[config.mk]
export PLATFORM = sky130hd
export DESIGN_NAME = atan2_table_interp_milliradian
export DESIGN_NICKNAME = d
export VERILOG_FILES = /design/src/design/atim_pkg.sv /design/src/design/atim_front.sv /design/src/design/atim_div_cell.sv /design/src/design/atim_back.sv /design/src/design/atan2_table_interp_milliradian.sv
export SDC_FILE = /design/constraint.sdc
export NUM_CORES = 1
export LEC_CHECK = 0
export BUFFER_PORTS_ARGS = -buffer_cell sky130_fd_sc_hd__clkbuf_2
export CAP_MARGIN = 25
export CORE_MARGIN = 3
export CORE_UTILIZATION = 47
export DETAILED_ROUTE_END_ITERATION = 12
export PLACE_DENSITY = 0.65
export SLEW_MARGIN = 25
export SYNTH_ARGS = -nofsm -noshare
export SYNTH_HDL_FRONTEND = slang
export SYNTH_SLANG_ARGS = --single-unit
[constraint.sdc]
create_clock -name clk_i -period 11.3 [get_ports clk_i]
set_input_delay 0.565 -clock clk_i [delete_from_list [all_inputs] [get_ports clk_i]]
set_output_delay 0.565 -clock clk_i [all_outputs]
set_load 0.02 [all_outputs]
[src/design/atim_pkg.sv]
package atim_pkg;

  localparam int unsigned MAG_W = 32;
  localparam int unsigned SCL_W = 24;
  localparam int unsigned REM_W = SCL_W + 1;
  localparam int unsigned Q_W   = 9;
  localparam int unsigned ANG_W = 14;
  localparam int unsigned TAB_W = 10;
  localparam int unsigned LATENCY = Q_W + 3;

  localparam logic [MAG_W-1:0] MAG_LIMIT = 32'd32000;
  localparam logic signed [ANG_W-1:0] MRAD_HALF_PI = 14'sd1571;
  localparam logic signed [ANG_W-1:0] MRAD_PI      = 14'sd3142;
  localparam logic signed [ANG_W-1:0] MRAD_TWO_PI  = 14'sd6283;

  typedef struct packed {
    logic yneg;
    logic xneg;
    logic yzero;
    logic xzero;
    logic swap;
  } flags_t;

  typedef struct packed {
    logic [REM_W-1:0] rem;
    logic [SCL_W-1:0] dvs;
    logic [Q_W-1:0]   quo;
    flags_t           flags;
  } cell_t;

  function automatic logic [TAB_W-1:0] octant_entry(input logic [4:0] idx);
    logic [TAB_W-1:0] v;
    case (idx)
      5'd0:    v = 10'd0;
      5'd1:    v = 10'd62;
      5'd2:    v = 10'd124;
      5'd3:    v = 10'd185;
      5'd4:    v = 10'd245;
      5'd5:    v = 10'd303;
      5'd6:    v = 10'd359;
      5'd7:    v = 10'd412;
      5'd8:    v = 10'd464;
      5'd9:    v = 10'd512;
      5'd10:   v = 10'd559;
      5'd11:   v = 10'd602;
      5'd12:   v = 10'd644;
      5'd13:   v = 10'd682;
      5'd14:   v = 10'd719;
      5'd15:   v = 10'd753;
      default: v = 10'd785;
    endcase
    return v;
  endfunction

endpackage

[src/design/atim_front.sv]
module atim_front (
  input  logic                            clk_i,
  input  logic                            rst_ni,
  input  logic                            valid_i,
  input  logic signed [atim_pkg::MAG_W-1:0] y_value_i,
  input  logic signed [atim_pkg::MAG_W-1:0] x_value_i,
  output logic                            valid_o,
  output atim_pkg::cell_t                 cell_o
);
  import atim_pkg::*;

  logic             v1_q;
  logic [MAG_W-1:0] ay_q, ax_q;
  flags_t           fl_q;

  logic             scale;
  logic [SCL_W-1:0] sy, sx;
  cell_t            cell_d, cell_q;
  logic             v2_q;

  // stage one: magnitudes and sign/zero flags
  always_ff @(posedge clk_i or negedge rst_ni) begin
    if (!rst_ni) begin
      v1_q <= 1'b0;
      v2_q <= 1'b0;
    end else begin
      v1_q <= valid_i;
      v2_q <= v1_q;
    end
  end

  always_ff @(posedge clk_i) begin
    ay_q       <= y_value_i[MAG_W-1] ? (MAG_W'(0) - y_value_i) : y_value_i;
    ax_q       <= x_value_i[MAG_W-1] ? (MAG_W'(0) - x_value_i) : x_value_i;
    fl_q.yneg  <= y_value_i[MAG_W-1];
    fl_q.xneg  <= x_value_i[MAG_W-1];
    fl_q.yzero <= (y_value_i == '0);
    fl_q.xzero <= (x_value_i == '0);
    fl_q.swap  <= 1'b0;
  end

  // stage two: scale down large vectors, put the smaller one on top
  always_comb begin
    logic [MAG_W-1:0] ty, tx;
    scale = (ay_q > MAG_LIMIT) || (ax_q > MAG_LIMIT);
    ty    = scale ? (ay_q >> 8) : ay_q;
    tx    = scale ? (ax_q >> 8) : ax_q;
    sy    = ty[SCL_W-1:0];
    sx    = tx[SCL_W-1:0];
    cell_d            = '0;
    cell_d.flags      = fl_q;
    cell_d.flags.swap = (sy > sx);
    cell_d.rem        = {1'b0, (sy > sx) ? sx : sy};
    cell_d.dvs        = (sy > sx) ? sy : sx;
    cell_d.quo        = '0;
  end

  always_ff @(posedge clk_i) begin
    cell_q <= cell_d;
  end

  assign valid_o = v2_q;
  assign cell_o  = cell_q;

endmodule

[src/design/atim_div_cell.sv]
module atim_div_cell (
  input  logic            clk_i,
  input  logic            rst_ni,
  input  logic            valid_i,
  input  atim_pkg::cell_t cell_i,
  output logic            valid_o,
  output atim_pkg::cell_t cell_o
);
  import atim_pkg::*;

  logic             ge;
  logic [REM_W-1:0] diff;
  cell_t            cell_d, cell_q;
  logic             valid_q;

  // one quotient bit per cell; remainder leaves already doubled
  always_comb begin
    ge         = (cell_i.rem >= {1'b0, cell_i.dvs});
    diff       = cell_i.rem - {1'b0, cell_i.dvs};
    cell_d     = cell_i;
    cell_d.rem = ge ? {diff[SCL_W-1:0], 1'b0} : {cell_i.rem[SCL_W-1:0], 1'b0};
    cell_d.quo = {cell_i.quo[Q_W-2:0], ge};
  end

  always_ff @(posedge clk_i or negedge rst_ni) begin
    if (!rst_ni) begin
      valid_q <= 1'b0;
    end else begin
      valid_q <= valid_i;
    end
  end

  always_ff @(posedge clk_i) begin
    cell_q <= cell_d;
  end

  assign valid_o = valid_q;
  assign cell_o  = cell_q;

endmodule

[src/design/atim_back.sv]
module atim_back (
  input  logic                              clk_i,
  input  logic                              rst_ni,
  input  logic                              valid_i,
  input  atim_pkg::cell_t                   cell_i,
  output logic                              done_o,
  output logic signed [atim_pkg::ANG_W-1:0] angle_o
);
  import atim_pkg::*;

  logic [TAB_W-1:0]        lo, hi, step, f;
  logic [TAB_W-1:0]        prod;
  logic signed [ANG_W-1:0] a_oct, ang_d, ang_q;
  logic                    done_q;

  always_comb begin
    lo    = octant_entry({1'b0, cell_i.quo[7:4]});
    hi    = octant_entry({1'b0, cell_i.quo[7:4]} + 5'd1);
    step  = hi - lo;
    prod  = {4'd0, step[5:0]} * {6'd0, cell_i.quo[3:0]};
    // ratio of exactly one reads the last entry
    f     = cell_i.quo[Q_W-1] ? octant_entry(5'd16) : (lo + {4'd0, prod[TAB_W-1:4]});
    a_oct = cell_i.flags.swap ? (MRAD_HALF_PI - $signed({4'd0, f}))
                              : $signed({4'd0, f});
    if (cell_i.flags.xzero) begin
      ang_d = cell_i.flags.yneg ? -MRAD_HALF_PI : MRAD_HALF_PI;
    end else if (cell_i.flags.yzero) begin
      ang_d = cell_i.flags.xneg ? MRAD_PI : '0;
    end else if (cell_i.flags.xneg) begin
      ang_d = cell_i.flags.yneg ? (MRAD_PI + a_oct) : (MRAD_PI - a_oct);
    end else if (cell_i.flags.yneg) begin
      ang_d = MRAD_TWO_PI - a_oct;
    end else begin
      ang_d = a_oct;
    end
  end

  always_ff @(posedge clk_i or negedge rst_ni) begin
    if (!rst_ni) begin
      done_q <= 1'b0;
    end else begin
      done_q <= valid_i;
    end
  end

  always_ff @(posedge clk_i) begin
    ang_q <= ang_d;
  end

  assign done_o  = done_q;
  assign angle_o = ang_q;

endmodule

[src/design/atan2_table_interp_milliradian.sv]
// channel  | direction | handshake          | payload
// ---------+-----------+--------------------+--------------------------
// command  | in        | start_i, busy_o    | y_value_i, x_value_i
// result   | out       | done_o (strobe)    | angle_mrad_o
//
// An item is taken on every cycle with start_i high; busy_o stays low.
// Each item passes through the front stages of magnitude and scaling,
// nine divider cells (one quotient bit each), and the table interpolation
// and quadrant fold stage. Results leave in order, one per cycle.
// Reset clears only the valid bits along the pipe; no result is stalled.
module atan2_table_interp_milliradian (
  input  logic                              clk_i,
  input  logic                              rst_ni,
  input  logic                              start_i,
  output logic                              busy_o,
  input  logic signed [atim_pkg::MAG_W-1:0] y_value_i,
  input  logic signed [atim_pkg::MAG_W-1:0] x_value_i,
  output logic                              done_o,
  output logic signed [atim_pkg::ANG_W-1:0] angle_mrad_o
);
  import atim_pkg::*;

  logic  vld [Q_W+1];
  cell_t cel [Q_W+1];

  assign busy_o = 1'b0;

  atim_front u_front (
    .clk_i     (clk_i),
    .rst_ni    (rst_ni),
    .valid_i   (start_i),
    .y_value_i (y_value_i),
    .x_value_i (x_value_i),
    .valid_o   (vld[0]),
    .cell_o    (cel[0])
  );

  for (genvar i = 0; i < Q_W; i++) begin : g_cell
    atim_div_cell u_cell (
      .clk_i   (clk_i),
      .rst_ni  (rst_ni),
      .valid_i (vld[i]),
      .cell_i  (cel[i]),
      .valid_o (vld[i+1]),
      .cell_o  (cel[i+1])
    );
  end

  atim_back u_back (
    .clk_i   (clk_i),
    .rst_ni  (rst_ni),
    .valid_i (vld[Q_W]),
    .cell_i  (cel[Q_W]),
    .done_o  (done_o),
    .angle_o (angle_mrad_o)
  );

`ifndef SYNTH
  a_latency : assert property (@(posedge clk_i) disable iff (!rst_ni)
    (start_i && !busy_o) |-> ##LATENCY done_o)
    else $error("item taken but no result after pipeline latency");

  a_no_phantom : assert property (@(posedge clk_i) disable iff (!rst_ni)
    done_o |-> $past(start_i, LATENCY))
    else $error("result without a matching item");

  a_neg_only_axis : assert property (@(posedge clk_i) disable iff (!rst_ni)
    (done_o && angle_mrad_o[ANG_W-1]) |-> (angle_mrad_o == -MRAD_HALF_PI))
    else $error("negative angle other than the negative y axis");

  a_upper : assert property (@(posedge clk_i) disable iff (!rst_ni)
    done_o |-> (angle_mrad_o <= MRAD_TWO_PI))
    else $error("angle above two pi");
`endif

endmodule
==> impl_metrics.json <==
{
  "crit_buf_inv": 6,
  "min-delay-path-class": "in -> reg",
  "final-hold-violation-count": 0,
  "cts_resized": 0,
  "clkSinkCount": 631,
  "grt_first_pass_wirelength_um": 101000,
  "fillers": 5843,
  "regToRegStartpoint": "g_cell[8].u_cell.cell_o[11]",
  "post-dp-hpwl_um": 46600,
  "yosysUniqueCellTypes": 90,
  "grtUsageTotal_pct": 18.0,
  "clkTransAtPathRegs_ns": 0.06,
  "path_class": "reg -> reg",
  "seq_area_frac_synth_pct": 41.9,
  "drtAntennaViolNets": 0,
  "rows": 92,
  "grt_max_degree": 50,
  "cts_max_level": 3,
  "vias": 21801,
  "clkLatencyLatePin_ns": 0.61,
  "period_needed_ns": 9.05,
  "drc_errors": 0,
  "placed_area_sq_um": 31500,
  "cp.arrival_ns": 9.52,
  "hold-path-endpoint": "u_front.v1_q",
  "setup_viol": 0,
  "mappedNetlistNets": 3619,
  "dieArea_sq_um": 67500,
  "worst_ep_required_time_ns": 11.77,
  "wl_per_cell_um": 14.2,
  "cts_tree": "done",
  "ys_seq_elements": 631,
  "yosysTopAreaCellShare_pct": 40.9,
  "via_per_inst": 5.15,
  "fin_nets": 3704,
  "synth_edf_count": 0,
  "fin_crit_sh_pct": 80.1,
  "syn_to_final_growth_pct": 11.6,
  "drt-total-wl_um": 59900,
  "synthCells": 3250,
  "antenna_found_initial": 0,
  "dp_cells": 4110,
  "synth.cell_area_sq_um": 30300,
  "clockBufferDepth": 3,
  "diodes": 0,
  "final_cells": 4230,
  "cp_max_fo": 17,
  "yosys_warnings": 0,
  "die_width_um": 260,
  "finClkSkew_ns": 0.0130,
  "layout_common_cells": "dfxtp_1, inv_1, ha_1, a21oi_1, nand2_1",
  "synthFlopType": "dfxtp_1",
  "ff2ff_path_depth": 38,
  "setup_tns_ns": 0,
  "drv_slew": 0,
  "regToRegSetupSlack_ns": 2.25,
  "cts_buffers": 68,
  "worstSetupStartpoint": "g_cell[8].u_cell.cell_o[11]",
  "drtPass1Iterations": 5,
  "path_delay_family": "adder cells",
  "maxCapViolCount": 0,
  "cp_slowest_cell": "dfxtp_1",
  "tightest_slew_ns": 0.885,
  "crit_path_start_kind": "register",
  "cp_slowest_stage_delay_ns": 0.64,
  "ys_async_sr_fraction_pct": 1.90,
  "r2r_end": "u_back.angle_o[8]",
  "rsz0062_at_grt": "false",
  "port_buffers": 81,
  "finalWeightedCongestion": 0.906,
  "slew_headroom_pct": 39.5,
  "drive_gt1_share_pct": 8.87,
  "synth_area_leaders": "dfxtp_1, ha_1, xnor2_1, inv_1, a21oi_1",
  "yosysTopAreaCell": "dfxtp_1",
  "syn_area_per_cell_sq_um": 9.31,
  "drt_iter0_drc": 906,
  "ioPinCount": 83,
  "fp.dieH_um": 260,
  "crit_cells": 38,
  "core_sq_um": 63400,
  "final_common_cell": "dfxtp_1",
  "initial_utilization_pct": 47.7,
  "final_area_sq_um": 33800,
  "cts_root_buf": "clkbuf_16",
  "holdPathStages": 1,
  "first_global_vias": 21452,
  "critPathCaptureType": "register",
  "overflow": 0,
  "fmax_mhz": 110,
  "status": "complete, no violations",
  "min_from": "start_i"
}
-- metal layers --
metal	vias up	track usage, %	part of all wire (%)
li1	11428	-	-
met1	9812	21.4	44
met2	403	31.9	48
met3	158	2.88	3.5
met4	0	7.94	4.3
met5	-	0	0
-- kinds of logic after synthesis --
kind of cell | Yosys count | synth area share, %
buffers and inverters | 416 | 5.21
other | 1 | 0.0124
XOR/XNOR | 245 | 7.19
adder cells (fa/ha/maj) | 302 | 12.9
multiplexers | 105 | 3.75
AND/OR/NAND/NOR | 745 | 12.2
AO/OA/AOI/OAI | 805 | 16.8
flip-flops | 631 | 41.9
-- layout make-up --
class | count | area (sq um) | share of cell area, %
timing repair buffer | 93 | 498 | 1.47
sequential | 631 | 12700 | 37.6
multi-input combinational | 2203 | 16000 | 47.4
inverter | 338 | 1270 | 3.76
clock buffer | 97 | 1960 | 5.81
tap | 846 | 1060 | 3.13
clock inverter | 22 | 269 | 0.797
-- stage by stage --
| step | hold slack (ns) | utilization, % | setup WS (ns) |
|---|---|---|---|
| after floorplan | 0.269 | - | 3.44 |
| after global placement | 0.310 | 49.7 | 2.32 |
| after detailed placement | 0.312 | 49.7 | 2.31 |
| after CTS | 0.0238 | 53.2 | 2.26 |
| after global routing | 0.0320 | 53.2 | 1.35 |
| final | 0.0687 | 53.2 | 2.25 |
-- worst max-delay path by stage --
stage                                     to
final                      u_back.angle_o[8]
after global routing       u_back.angle_o[8]
after CTS                  u_back.angle_o[8]
after detailed placement   u_back.angle_o[8]
after global placement     u_back.angle_o[8]
after floorplan           u_back.angle_o[10]
-- timing repair --
action / CTS / global route
endpoints found under the hold margin: 12 / 0
setup buffers: 0 / 0
hold buffers: 1 / 0
endpoints found under the setup margin: 0 / 0
-- Yosys cell counts, types with 7 or more instances --
master / number
a211o_1: 10
a211oi_1: 17
a21o_1: 105
a21oi_1: 244
a31oi_1: 33
and2_1: 26
and3_1: 25
and4_1: 8
buf_2: 8
clkbuf_1: 66
dfrtp_1: 12
dfxtp_1: 619
fa_1: 17
ha_1: 285
inv_1: 338
mux2_2: 54
mux2i_1: 49
nand2_1: 209
nand2b_1: 39
nand3_1: 41
nand4_1: 35
nor2_1: 169
nor2b_1: 38
nor3_1: 63
nor4_1: 21
o211ai_1: 11
o21a_1: 29
o21ai_0: 191
o21bai_1: 27
o22ai_1: 7
o31ai_1: 37
o41ai_1: 11
or2_2: 13
or3_1: 18
or4_1: 8
xnor2_1: 158
xor2_1: 83
-- registers in the layout, summed over array words and instances (netlist names) --
register,count
u_front.ax_q,32
g_cell.u_cell.cell_o,474
u_back.done_o,1
u_front.cell_o,53
u_back.lo,10
u_front.cell_d,4
u_front.v1_q,1
u_front.valid_o,1
u_front.ay_q,32
u_back.angle_o,14
g_cell.u_cell.valid_o,9
Power is not shown: default switching activity piles up to over one toggle a cycle in this logic, so the estimate is an artifact.
